===== config.mk =====
export PLATFORM = sky130hd
export DESIGN_NAME = bpa_ram
export DESIGN_NICKNAME = d
export VERILOG_FILES = /design/src/sv/bpa_ram.sv
export SDC_FILE = /design/constraint.sdc
export NUM_CORES = 1
export LEC_CHECK = 0
export BUFFER_PORTS_ARGS = -buffer_cell sky130_fd_sc_hd__clkbuf_2
export CORE_ASPECT_RATIO = 0.5
export CORE_UTILIZATION = 65
export DETAILED_ROUTE_END_ITERATION = 8
export MAX_ROUTING_LAYER = met4
export PLACE_DENSITY = 0.9
export REMOVE_ABC_BUFFERS = 1
export SLEW_MARGIN = 20
export SYNTH_ARGS = -nofsm -noshare
export SYNTH_HDL_FRONTEND = slang
export SYNTH_SLANG_ARGS = --single-unit

===== constraint.sdc =====
create_clock -name clk -period 2.95 [get_ports clk]
set_input_delay 0.4425 -clock clk [delete_from_list [all_inputs] [get_ports clk]]
set_output_delay 0.4425 -clock clk [all_outputs]
set_load 0.02 [all_outputs]

===== src/sv/bpa_ram.sv =====
// ----------------------------------------------------------------------------
// bpa_ram: generic single-port-write, registered-read memory
// one write and one read address per cycle, read data held until next read
// ----------------------------------------------------------------------------
`default_nettype none

module bpa_ram #(
    parameter int WIDTH = 8,
    parameter int DEPTH = 16,
    parameter int AW    = $clog2(DEPTH)
) (
    input  wire logic             clk,
    input  wire logic             we,
    input  wire logic [AW-1:0]    waddr,
    input  wire logic [WIDTH-1:0] wdata,
    input  wire logic             re,
    input  wire logic [AW-1:0]    raddr,
    output logic      [WIDTH-1:0] rdata
);

    logic [WIDTH-1:0] mem [DEPTH];

    always_ff @(posedge clk)
    begin
        if (we)
        begin
            mem[waddr] <= wdata;
        end
    end

    always_ff @(posedge clk)
    begin
        if (re)
        begin
            rdata <= mem[raddr];
        end
    end

endmodule

`default_nettype wire


### Yosys cells after proc, flatten, opt, wreduce, memory -nomap -nowiden

Memory sizes are Yosys's and may differ from the RTL's. A register that Yosys moved wholly into a read port is not among the register bits.
Index checks and enable logic that the tools add are counted.

* register bits after elaboration: 0
* memory bits (writable): 128
* bits of input ports: 19
* logic and storage cells: 3
* memories kept: 1

Memories
* mem: depth 16, bits a word 8, read ports 1, clocked after Yosys merged registers in 1, write ports 1, line 21 `logic [WIDTH-1:0] mem [DEPTH];`

* muxes and demuxes: 2

Operators by type and width (count)
* $mux 1: 2

### Logic depth before layout (Yosys ltp)

Gate-level depths: netlist (run 1).

* word-level depth: 2
* depth in mapped cells: 5
* mapped depth without buffers: 3

### Worst setup path before layout (run 1)

No wires, ideal clock.

* path type: input to register
* start point: input port waddr[2]
* end point: memory mem[0][0] (enable)
* library setup time: 383 ps
* arrival time: 1552 ps
* path slack: 1015 ps
* stages on the path: 2
* path buffers: 0
* cell sequence: or3b_2 -> nor3_1

RTL lines
* from (decl): line 14 `input wire logic [AW-1:0] waddr,`
* to (decl): line 21

Straight into the memory's write port.

==> implementation parameters, run 1 <==
Parameter                              Value

Outcome
  Run status    finished, final reports clean

Power and ir drop
  Net Sw Frac    21.18%
  Power Density    731.5 nW/um2
  P_sw    935.9 uW
  Share of total power in sequential cells    49.7%
  Comb power frac    4.8%
  Clock Power Share    45.5%
  Standby leakage power    0.002030 uW
  Worst IR Drop VDD    517.6 uV
  Cell internal power dissipation    3483 uW

Timing
  Tmin final    1.851 ns
  Unrepaired setup endpoints after global routing    false
  Max-slew violation total from the final report    0
  Transition time at the pin with the least slew margin    1.036 ns
  Max transition margin    30.67%
  Setup clock skew after layout    0.003781 ns
  Number of endpoints failing setup at the final stage    0
  Hold Vio Cnt, Final    0
  Top achievable clock speed    540.4 MHz
  Summed negative setup slack over all endpoints    0 ns
  Fin worst setup slack    1.099 ns
  Final worst-path cycle share    62.73%

Drt
  Antenna-violating nets left    0
  DRT Pass-1 Iters    5
  Wire length per cell after detailed routing    30.10 um
  Total routed wirelength    11.83 mm
  DRC marker count from the first detailed-route iteration    399
  DRC violation count after routing    0
  DR vias    2,741
  Number of vias per cell after detailed routing    6.975

Global routing
  Global-route wire length before repair    17.43 mm
  Vias in the first global route    2,675
  Maximum number of pins on one net before global-route repair    33
  Aggregate global routing overflow    0
  Overall Global Routing Usage    33.48%
  Antenna violations before repair    0

Placed design
  Half-perimeter wire length of the detailed placement result    6.556 mm
  Number of input and output port buffers inserted    26
  GPL Wtd Cong    0.7981
  DP Area    5479 um2
  Setup WS pre-CTS    0.7727 ns

Clock network
  Buffer type at the clock tree root    sky130_fd_sc_hd__clkbuf_16
  Number of sinks on the clock net    136
  Hold buffer count at CTS    0
  Deepest level of the CTS H-tree    4
  Cells resized by post-CTS repair    0
  Maximum clock insertion buffer count    2
  Clock transition at path regs    0.06 ns
  Total setup buffers inserted after CTS    0
  Num CTS Buffers    17
  Clock Latency Late Sink    0.42 ns
  TritonCTS clock tree    done

Yosys
  Number of enable-type register cells in the synthesized netlist    136
  Cell with the most instances after synthesis    sky130_fd_sc_hd__edfxtp_1
  Leading area contributor after synthesis    sky130_fd_sc_hd__edfxtp_1
  Gate count after technology mapping    229
  Most common library cells after synthesis    sky130_fd_sc_hd__edfxtp_1, sky130_fd_sc_hd__mux4_2, sky130_fd_sc_hd__a22oi_1
  Mapped cell area    5228 um2
  Leading cell types by total area after synthesis    sky130_fd_sc_hd__edfxtp_1, sky130_fd_sc_hd__mux4_2, sky130_fd_sc_hd__mux4_1, sky130_fd_sc_hd__a22oi_1, sky130_fd_sc_hd__nor2_1
  Post-synth top area share    78.12%
  Mean cell area of the mapped netlist    22.83 um2
  Seq/Total Area, Yosys    78.12%
  Yosys Warn Count    0
  Count of different cell masters after synthesis    18
  Async S/R FF share, synth    0%
  Register bit count reported by yosys    136
  Prevailing post-synth register cell    sky130_fd_sc_hd__edfxtp_1

Floorplanning
  Core box area    7542 um2
  Height of the chip    65.42 um
  Total die area    8427 um2
  Effective utilization at floorplan    69.31%
  Die W    128.8 um
  Number of rows created at floorplan    22
  Number of ports placed on the die boundary    27

Setup path
  Category of the most critical setup path    primary input to register
  Critical R2R Launch    mem[3][5]$_DFFE_PP_
  Crit Path Max Fanout    17
  Number of cell instances on the worst register-to-register path    3
  Data arrival time of the worst path    2.00 ns
  End of the worst register-to-register path    rdata[5]$_DFFE_PP_
  Critical Path End Type    register
  Worst reg-to-reg setup slack    1.28 ns
  Launching instance or port of the critical path    raddr[1]
  Critical Path RT    3.10 ns
  Worst setup path endpoint    rdata[7]$_DFFE_PP_
  Crit path launch type    primary input

Final layout
  Net count of the finished layout    291
  Number of inserted filler cells in the final layout    336
  P&R area growth vs syn    15.56%
  Ratio of cells with drive above 1 in the final layout    29.12%
  Antenna Cells    0
  Area of the multi-input gates    1057 um2
  Final Cell Area    6041 um2
  Storage cell area    4084 um2

Hold path
  Hold Crit Depth    1
  Type of the most critical hold path    primary input to register

Run
  Max Cap Violations    0
critical path, cell delays in order:
cell and delay (ns):
sky130_fd_sc_hd__clkbuf_2 0.34, sky130_fd_sc_hd__buf_4 0.35, sky130_fd_sc_hd__mux4_2 0.34, sky130_fd_sc_hd__a22oi_1 0.39, sky130_fd_sc_hd__nand2_1 0.11
stage by stage:
stage	cells	total power [uW]	hold WS (ns)	utilization [%]
6_report	393	4419	0.4224	80.09
2_1_floorplan	219	2325	0.5414	-
5_1_grt	393	4517	0.4296	80.09
3_3_place_gp	361	2418	0.7302	72.64
4_1_cts	393	4418	0.4146	80.09
3_5_place_dp	361	2436	0.7309	72.64
power by group through the flow:
stage	Sequential [uW]	Combinational [uW]	Clock, uW
6_report	2190	213	2010
5_1_grt	2200	225	2100
4_1_cts	2190	211	2010
3_5_place_dp	2230	205	0
3_3_place_gp	2230	192	0
2_1_floorplan	2240	86.8	0
final cells by class:
type / count / share of cell area (%)
well taps: 108 / 2.237
multi-input cells: 83 / 17.50
clock buffers: 17 / 7.042
repair buffers: 34 / 3.355
flip-flops and latches: 136 / 67.61
clock inverters: 15 / 2.258
worst min path at each step:
stage                          from                  end
3_3_place_gp   mem[14][6]$_DFFE_PP_   rdata[6]$_DFFE_PP_
5_1_grt                          re   rdata[3]$_DFFE_PP_
4_1_cts                          re   rdata[7]$_DFFE_PP_
6_report                         re   rdata[1]$_DFFE_PP_
3_5_place_dp   mem[14][4]$_DFFE_PP_   rdata[4]$_DFFE_PP_
2_1_floorplan              wdata[0]  mem[0][0]$_DFFE_PP_
state kept, by name, summed over array words and instances, names as in the netlist:
name and count:
rdata 8, mem 128
cell families after synthesis:
kind of cell,count (synthesis),share of synthesized area (%)
simple gates,35,3.136
flops,136,78.12
buf+inv,10,1.651
compound gates,16,2.298
mux,32,14.79
layer usage:
metal / wire length (um) / global-route usage (%) / up-vias
met5: 0 / - / -
met4: 340 / 16.76 / 0
met3: 1390 / 10.02 / 42
met2: 5384 / 47.16 / 224
met1: 4711 / 45.59 / 1406
li1: - / - / 1069
placed cells by master, fill, tap and decap left out:
cell / instances
sky130_fd_sc_hd__a22oi_1: 16
sky130_fd_sc_hd__and2_1: 1
sky130_fd_sc_hd__and2b_1: 1
sky130_fd_sc_hd__buf_12: 1
sky130_fd_sc_hd__buf_4: 7
sky130_fd_sc_hd__bufinv_16: 2
sky130_fd_sc_hd__clkbuf_16: 17
sky130_fd_sc_hd__clkbuf_2: 26
sky130_fd_sc_hd__clkinv_1: 2
sky130_fd_sc_hd__clkinv_2: 6
sky130_fd_sc_hd__clkinv_4: 1
sky130_fd_sc_hd__clkinvlp_4: 4
sky130_fd_sc_hd__edfxtp_1: 136
sky130_fd_sc_hd__mux4_1: 14
sky130_fd_sc_hd__mux4_2: 18
sky130_fd_sc_hd__nand2_1: 9
sky130_fd_sc_hd__nand2b_1: 2
sky130_fd_sc_hd__nand3_1: 1
sky130_fd_sc_hd__nand3b_1: 2
sky130_fd_sc_hd__nor2_1: 13
sky130_fd_sc_hd__nor2b_1: 1
sky130_fd_sc_hd__nor3_1: 4
sky130_fd_sc_hd__or3b_2: 1
No activity file was read; power rests on OpenSTA's default activity.
==> run 2, diff against run 1 <==
- ABC_AREA: unset -> 1
- CORE_UTILIZATION: 65 -> 55
- PLACE_DENSITY: 0.9 -> 0.81
- clock period: 2.95 -> 1.7 ns (I/O delays scaled with it)
==> run 2 against run 1 <==
  * Cell area is 13% higher
  * Sequential power grew 74%
  * Power rose by 86%
  * Sequential share of layout area down 7.7 points
  * Combinational power increased by 120%
  * Largest cell class unchanged
  * Wire length grew 12%
  * Clock power grew 96%
==> implementation parameters, run 2 <==
Parameter                              Value

Yosys
  Seq/Total Area, Yosys    69.85% (was 78.12%)
  Mean cell area of the mapped netlist    10.61 um2 (was 22.83 um2)
  Yosys Warn Count    0 (unchanged)
  Number of enable-type register cells in the synthesized netlist    136 (unchanged)
  Largest family of logic cells by synthesized area    simple AND/OR/NAND/NOR gates (was multiplexers)
  Synth Area in Adders    0% (unchanged)
  Xor/xnor cell area share of the yosys netlist    0% (unchanged)
  Portion of netlist area occupied by mux cells    0% (was 14.79%)
  Async S/R FF share, synth    0% (unchanged)
  Cell with the most instances after synthesis    sky130_fd_sc_hd__nand2_1 (was sky130_fd_sc_hd__edfxtp_1)
  Gate count after technology mapping    551 (was 229)
  Count of different cell masters after synthesis    11 (was 18)
  Most common library cells after synthesis    sky130_fd_sc_hd__nand2_1, sky130_fd_sc_hd__edfxtp_1, sky130_fd_sc_hd__inv_1 (was sky130_fd_sc_hd__edfxtp_1, sky130_fd_sc_hd__mux4_2, sky130_fd_sc_hd__a22oi_1)
  Leading cell types by total area after synthesis    sky130_fd_sc_hd__edfxtp_1, sky130_fd_sc_hd__nand2_1, sky130_fd_sc_hd__nand3_1, sky130_fd_sc_hd__inv_1, sky130_fd_sc_hd__buf_6 (was sky130_fd_sc_hd__edfxtp_1, sky130_fd_sc_hd__mux4_2, sky130_fd_sc_hd__mux4_1, sky130_fd_sc_hd__a22oi_1, sky130_fd_sc_hd__nor2_1)
  Post-synth top area share    69.85% (was 78.12%)
  Register bit count reported by yosys    136 (unchanged)
  Mapped cell area    5847 um2 (was 5228 um2)
  Leading area contributor after synthesis    sky130_fd_sc_hd__edfxtp_1 (unchanged)
  Prevailing post-synth register cell    sky130_fd_sc_hd__edfxtp_1 (unchanged)
  Complex-gate fraction of the synthesized area    0% (was 2.298%)
  Area share of and/or/nand/nor cells after synthesis    20.76% (was 3.135%)

Timing
  Summed negative setup slack over all endpoints    0 ns (unchanged)
  Transition time at the pin with the least slew margin    0.6220 ns (was 1.036 ns)
  Number of endpoints failing setup at the final stage    0 (unchanged)
  Final worst-path cycle share    76.05%
  Max-slew violation total from the final report    0 (unchanged)
  Top achievable clock speed    773.5 MHz
  Unrepaired setup endpoints after global routing    false (unchanged)
  Fin Hold WS    0.2694 ns (was 0.4224 ns)
  Hold Vio Cnt, Final    0 (unchanged)
  Tmin final    1.293 ns
  Max transition margin    58.47% (was 30.67%)
  Fin worst setup slack    0.4072 ns (was 1.099 ns)
  Setup clock skew after layout    0.005436 ns (was 0.003781 ns)

Placed design
  GPL Wtd Cong    0.8712 (was 0.7981)
  Half-perimeter wire length of the detailed placement result    7.692 mm (was 6.556 mm)
  DP Area    6183 um2 (was 5479 um2)
  Number of input and output port buffers inserted    26 (unchanged)
  Setup WS pre-CTS    0.2046 ns (was 0.7727 ns)

Global routing
  Overall Global Routing Usage    26.34% (was 33.48%)
  Antenna violations before repair    0 (unchanged)
  Global-route wire length before repair    19.98 mm (was 17.43 mm)
  Vias in the first global route    3,818 (was 2,675)
  Aggregate global routing overflow    0 (unchanged)
  Maximum number of pins on one net before global-route repair    65 (was 33)

Power and ir drop
  P_sw    1713 uW (was 935.9 uW)
  Standby leakage power    0.002968 uW (was 0.002030 uW)
  Power Density    1205 nW/um2 (was 731.5 nW/um2)
  Share of total power in sequential cells    46.3% (was 49.7%)
  Worst IR Drop VDD    772.9 uV (was 517.6 uV)
  Comb power frac    5.8% (was 4.8%)
  Net Sw Frac    20.85% (was 21.18%)
  Cell internal power dissipation    6500 uW (was 3483 uW)
  Clock Power Share    47.9% (was 45.5%)

Setup path
  Data arrival time of the worst path    1.04 ns (was 2.00 ns)
  Category of the most critical setup path    register to output port (was primary input to register)
  Critical Path End Type    output port (was register)
  Slowest cell on crit path    sky130_fd_sc_hd__edfxtp_1 (was sky130_fd_sc_hd__a22oi_1)
  Launching instance or port of the critical path    rdata[6]$_DFFE_PP_ (was raddr[1])
  Crit Path Max Fanout    1 (was 17)
  Buf/Inv on CP    1 (was 2)
  Cells along the critical path    clkbuf_2 (was clkbuf_2, buf_4, mux4_2, a22oi_1, nand2_1)
  Crit path launch type    register (was primary input)
  Max stage delay on crit path    0.44 ns (was 0.39 ns)
  Critical R2R Launch    mem[12][6]$_DFFE_PP_ (was mem[3][5]$_DFFE_PP_)
  Critical Path RT    1.44 ns (was 3.10 ns)
  CP delay by family, top    flip-flops (was buffers and inverters)

Final layout
  Number of inserted filler cells in the final layout    713 (was 336)
  Ratio of cells with drive above 1 in the final layout    13.32% (was 29.12%)
  Largest registers ranked by flip-flop count    mem: 128 flops, rdata: 8 flops (unchanged)
  Area of the multi-input gates    1214 um2 (was 1057 um2)
  Net count of the finished layout    614 (was 291)
  Storage cell area    4084 um2 (unchanged)
  Commonest cells after routing, fill and taps aside    sky130_fd_sc_hd__nand2_1, sky130_fd_sc_hd__edfxtp_1, sky130_fd_sc_hd__inv_1, sky130_fd_sc_hd__nand3_1, sky130_fd_sc_hd__clkbuf_2 (was sky130_fd_sc_hd__edfxtp_1, sky130_fd_sc_hd__clkbuf_2, sky130_fd_sc_hd__mux4_2, sky130_fd_sc_hd__clkbuf_16, sky130_fd_sc_hd__a22oi_1)
  Register name with the most flops    mem (unchanged)
  Number of flip-flops under the largest register name    128 (unchanged)
  Antenna Cells    0 (unchanged)
  Final Cell Area    6818 um2 (was 6041 um2)
  P&R area growth vs syn    16.61% (was 15.56%)
  Commonest non-fill, non-tap cell in the layout    sky130_fd_sc_hd__nand2_1 (was sky130_fd_sc_hd__edfxtp_1)

Floorplanning
  Die W    147.8 um (was 128.8 um)
  Core box area    10,280 um2 (was 7542 um2)
  Number of ports placed on the die boundary    27 (unchanged)
  Total die area    11,070 um2 (was 8427 um2)
  Effective utilization at floorplan    56.88% (was 69.31%)
  Number of rows created at floorplan    26 (was 22)
  Height of the chip    74.91 um (was 65.42 um)

Drt
  DRC violation count after routing    0 (unchanged)
  DR vias    4,093 (was 2,741)
  DRC marker count from the first detailed-route iteration    592 (was 399)
  Antenna-violating nets left    0 (unchanged)
  Total routed wirelength    13.22 mm (was 11.83 mm)
  DRT Pass-1 Iters    8 (was 5)
  Wire length per cell after detailed routing    17.67 um (was 30.10 um)
  Number of vias per cell after detailed routing    5.472 (was 6.975)

Clock network
  Cells resized by post-CTS repair    0 (unchanged)
  Deepest level of the CTS H-tree    4 (unchanged)
  TritonCTS clock tree    done (unchanged)
  Buffer type at the clock tree root    sky130_fd_sc_hd__clkbuf_16 (unchanged)
  Hold buffer count at CTS    0 (unchanged)
  Clock transition at path regs    0.06 ns (about the same)
  Maximum clock insertion buffer count    2 (unchanged)
  Clock Latency Late Sink    0.41 ns (was 0.42 ns)
  Total setup buffers inserted after CTS    0 (unchanged)
  Number of sinks on the clock net    136 (unchanged)
  Num CTS Buffers    17 (unchanged)

Hold path
  Type of the most critical hold path    primary input to register (unchanged)
  Hold path startpoint    re (unchanged)

Run
  Max Cap Violations    0 (unchanged)

Outcome
  Run status    finished, final reports clean (unchanged)
==> run 2: cell count changes after synthesis, moves of 10 or more <==
cell / previous run / this run
sky130_fd_sc_hd__nand2_1: 9 / 173
sky130_fd_sc_hd__inv_1: 0 / 100
sky130_fd_sc_hd__nand3_1: 1 / 97
sky130_fd_sc_hd__mux4_2: 18 / 0
sky130_fd_sc_hd__a22oi_1: 16 / 0
sky130_fd_sc_hd__mux4_1: 14 / 0
sky130_fd_sc_hd__buf_2: 3 / 13
==> run 2: path summary, 6_finish.rpt <==
| path | to | cells after the start | slack [ns] |
|---|---|---|---|
| setup / recovery | rdata[6] | 1 | 0.41 |
| hold / removal | rdata[4]$_DFFE_PP_ | 1 | 0.27 |
| setup reg to reg | rdata[6]$_DFFE_PP_ | 6 | 0.49 |
| hold reg to reg | rdata[5]$_DFFE_PP_ | 6 | 0.74 |
==> run 2: area by class of cell <==
type                       count  share of cell area, %
clock buffer                  18                  6.295
clock inverter                14                  3.010
inverter                     102                  5.616
multi-input combinational    289                  17.80
sequential                   136                  59.90
tap                          140                  2.569
timing repair buffer          49                  4.808
==> run 2: routing by layer <==
metal | track usage (%) | up-vias | share of wire [%]
li1 | - | 1882 | -
met1 | 31.55 | 1916 | 40
met2 | 41.30 | 267 | 47
met3 | 8.788 | 28 | 11
met4 | 12.26 | 0 | 2.0
met5 | - | - | 0
==> run 2: per-stage QoR <==
| stage | instances | utilization [%] | power (uW) |
|---|---|---|---|
| detailed placement | 716 | 60.15 | 4330 |
| global placement | 716 | 60.15 | 4313 |
| CTS | 748 | 66.32 | 8231 |
| floorplan | 527 | - | 4088 |
| global route | 748 | 66.32 | 8417 |
| finish | 748 | 66.32 | 8212 |
==> run 2: logic make-up (layout without fill, tap and decap cells) <==
family	count (synthesis)	count (layout)
buffers and inverters	126	183
flip-flops	136	136
AND/OR/NAND/NOR	289	289
==> run 2: power groups by stage <==
stage | registers [uW] | clock network (uW) | logic, uW
detailed placement | 3870 | 0 | 459
CTS | 3800 | 3960 | 467
global placement | 3870 | 0 | 444
finish | 3800 | 3930 | 475
global route | 3810 | 4090 | 516
floorplan | 3890 | 0 | 203
==> run 3, diff against run 2 <==
- CORE_UTILIZATION: 55 -> 61
- PLACE_DENSITY: 0.81 -> 0.85
- clock period: 1.7 -> 1.2 ns (I/O delays scaled with it)
==> run 3 against run 2 <==
  * The flow now finishes with violations (negative setup slack)
  * Wire length is 22% higher
  * First-iteration DRC count grew 29%
  * Count of clock-buffer cells in the layout stayed put
  * Cell area rose by 1.2%
  * Register-to-register slack lost 0.48 ns
  * Clock skew is 0.0033 ns higher
  * Power up 35%
  * Flip-flop and latch count stayed put
==> implementation parameters, run 3 (synthesis results as in run 2) <==
Parameter                              Value

Outcome
  Run status    complete, but fails checks (was finished, final reports clean)
  Failing checks    negative setup slack

Clock network
  Number of sinks on the clock net    136 (unchanged)
  Deepest level of the CTS H-tree    4 (unchanged)
  TritonCTS clock tree    done (unchanged)
  Buffer type at the clock tree root    sky130_fd_sc_hd__clkbuf_16 (unchanged)
  Clock transition at path regs    0.06 ns (about the same)
  Hold buffer count at CTS    0 (unchanged)
  Total setup buffers inserted after CTS    0 (unchanged)
  Clock Latency Late Sink    0.42 ns (was 0.41 ns)
  Maximum clock insertion buffer count    2 (unchanged)
  Num CTS Buffers    17 (unchanged)

Final layout
  Number of inserted filler cells in the final layout    436 (was 713)
  Antenna Cells    0 (unchanged)
  Net count of the finished layout    624 (was 614)
  P&R area growth vs syn    17.98% (was 16.61%)
  Register name with the most flops    mem (unchanged)
  End-of-flow core utilization    76.57% (was 66.32%)
  Number of flip-flops under the largest register name    128 (unchanged)
  Ratio of cells with drive above 1 in the final layout    16.02% (was 13.32%)
  Commonest cells after routing, fill and taps aside    sky130_fd_sc_hd__nand2_1, sky130_fd_sc_hd__edfxtp_1, sky130_fd_sc_hd__inv_1, sky130_fd_sc_hd__nand3_1, sky130_fd_sc_hd__buf_4 (was sky130_fd_sc_hd__nand2_1, sky130_fd_sc_hd__edfxtp_1, sky130_fd_sc_hd__inv_1, sky130_fd_sc_hd__nand3_1, sky130_fd_sc_hd__clkbuf_2)
  Commonest non-fill, non-tap cell in the layout    sky130_fd_sc_hd__nand2_1 (unchanged)
  Largest registers ranked by flip-flop count    mem: 128 flops, rdata: 8 flops (unchanged)

Drt
  DRC violation count after routing    0 (unchanged)
  Antenna-violating nets left    0 (unchanged)
  DRT Pass-1 Iters    6 (was 8)
  DR vias    4,554 (was 4,093)
  Number of vias per cell after detailed routing    6.196 (was 5.472)
  Wire length per cell after detailed routing    21.90 um (was 17.67 um)
  DRC marker count from the first detailed-route iteration    761 (was 592)
  Total routed wirelength    16.10 mm (was 13.22 mm)

Timing
  Top achievable clock speed    791.7 MHz
  Setup clock skew after layout    0.008751 ns (was 0.005436 ns)
  Max transition margin    72.64% (was 58.47%)
  Number of endpoints failing setup at the final stage    2 (was 0)
  Fin Hold WS    0.2311 ns (was 0.2694 ns)
  Transition time at the pin with the least slew margin    0.4100 ns (was 0.6220 ns)
  Unrepaired setup endpoints after global routing    true (was false)
  Tmin final    1.263 ns
  Final worst-path cycle share    105.3%
  Max-slew violation total from the final report    0 (unchanged)
  Fin worst setup slack    -0.06307 ns (was 0.4072 ns)
  Hold Vio Cnt, Final    0 (unchanged)

Global routing
  Global-route wire length before repair    24.19 mm (was 19.98 mm)
  Vias in the first global route    4,344 (was 3,818)
  Maximum number of pins on one net before global-route repair    46 (was 65)
  Overall Global Routing Usage    35.51% (was 26.34%)
  Antenna violations before repair    0 (unchanged)
  Aggregate global routing overflow    0 (unchanged)

Run
  Max Cap Violations    0 (unchanged)

Setup path
  WP depth    1 (unchanged)
  Buf/Inv on CP    1 (unchanged)
  CP delay by family, top    flip-flops (unchanged)
  Crit Path Max Fanout    1 (unchanged)
  Crit path launch type    register (unchanged)
  Cells along the critical path    buf_6 (was clkbuf_2)
  Slowest cell on crit path    sky130_fd_sc_hd__edfxtp_1 (unchanged)
  Category of the most critical setup path    register to output port (unchanged)
  Data arrival time of the worst path    1.08 ns (was 1.04 ns)
  Number of cell instances on the worst register-to-register path    6 (unchanged)
  Critical Path RT    1.02 ns (was 1.44 ns)
  Critical Path End Type    output port (unchanged)
  Max stage delay on crit path    0.48 ns (was 0.44 ns)

Floorplanning
  Die W    140.5 um (was 147.8 um)
  Number of ports placed on the die boundary    27 (unchanged)
  Effective utilization at floorplan    64.90% (was 56.88%)
  Core box area    9009 um2 (was 10,280 um2)
  Height of the chip    71.23 um (was 74.91 um)
  Number of rows created at floorplan    24 (was 26)
  Total die area    10,000 um2 (was 11,070 um2)

Power and ir drop
  P_sw    2476 uW (was 1713 uW)
  Clock Power Share    44.0% (was 47.9%)
  Net Sw Frac    22.39% (was 20.85%)
  Comb power frac    7.2% (was 5.8%)
  Worst IR Drop VDD    1074 uV (was 772.9 uV)
  Standby leakage power    0.003026 uW (was 0.002968 uW)
  Power Density    1603 nW/um2 (was 1205 nW/um2)
  Cell internal power dissipation    8581 uW (was 6500 uW)
  Share of total power in sequential cells    48.8% (was 46.3%)

Hold path
  Type of the most critical hold path    primary input to register (unchanged)
  Hold Crit Depth    1 (unchanged)

Placed design
  Half-perimeter wire length of the detailed placement result    8.306 mm (was 7.692 mm)
  GPL Wtd Cong    0.8727 (was 0.8712)
  Setup WS pre-CTS    -0.1870 ns (was 0.2046 ns)
  Number of input and output port buffers inserted    26 (unchanged)
[run 3: what timing repair did]
item | in CTS | in global routing
endpoints found under the setup margin | 3 | 9
gates resized for setup | 2 | 19
pin swaps | 0 | 3
[run 3: layout make-up]
| type | instances | area, um2 | area share, % |
|---|---|---|---|
| Clock buffer | 18 | 429.2 | 6.222 |
| Sequential cell | 136 | 4084 | 59.21 |
| Clock inverter | 14 | 113.9 | 1.651 |
| Timing Repair Buffer | 59 | 465.4 | 6.748 |
| Tap cell | 117 | 146.4 | 2.122 |
| Inverter | 102 | 382.9 | 5.551 |
| Multi-Input combinational cell | 289 | 1276 | 18.50 |
[run 3: worst paths after layout]
| check | start | slack (ns) | end |
|---|---|---|---|
| worst min-delay path | re | 0.23 | rdata[4]$_DFFE_PP_ |
| worst max-delay path | rdata[2]$_DFFE_PP_ | -0.06 | rdata[2] |
| worst max register to register | mem[13][1]$_DFFE_PP_ | 0.01 | rdata[1]$_DFFE_PP_ |
| worst min register to register | mem[3][6]$_DFFE_PP_ | 0.76 | rdata[6]$_DFFE_PP_ |
[run 3: metrics by stage]
stage / setup TNS (ns) / cell area [um2] / total power (uW) / instances
5_1_grt: -0.09203 / 6898 / 11310 / 735
3_3_place_gp: -0.8360 / 6280 / 6158 / 703
4_1_cts: -0.06444 / 6833 / 10990 / 735
3_5_place_dp: -1.102 / 6280 / 6186 / 703
6_report: -0.06698 / 6898 / 11060 / 735
2_1_floorplan: -0.7487 / 5680 / 5792 / 527
[run 3: per-layer routing]
metal,global-route usage (%),share of wire (%),vias up
met5,-,0,-
met1,44.87,35,2094
met4,18.96,5.3,0
li1,-,-,1897
met3,9.425,14,103
met2,53.83,46,460
[run 3: power groups by stage]
stage | clock, uW | sequential [uW] | combinational [uW]
floorplan | 0 | 5500 | 287
detailed placement | 0 | 5490 | 700
CTS | 4850 | 5390 | 745
global placement | 0 | 5480 | 676
global route | 5070 | 5400 | 839
finish | 4860 | 5400 | 797
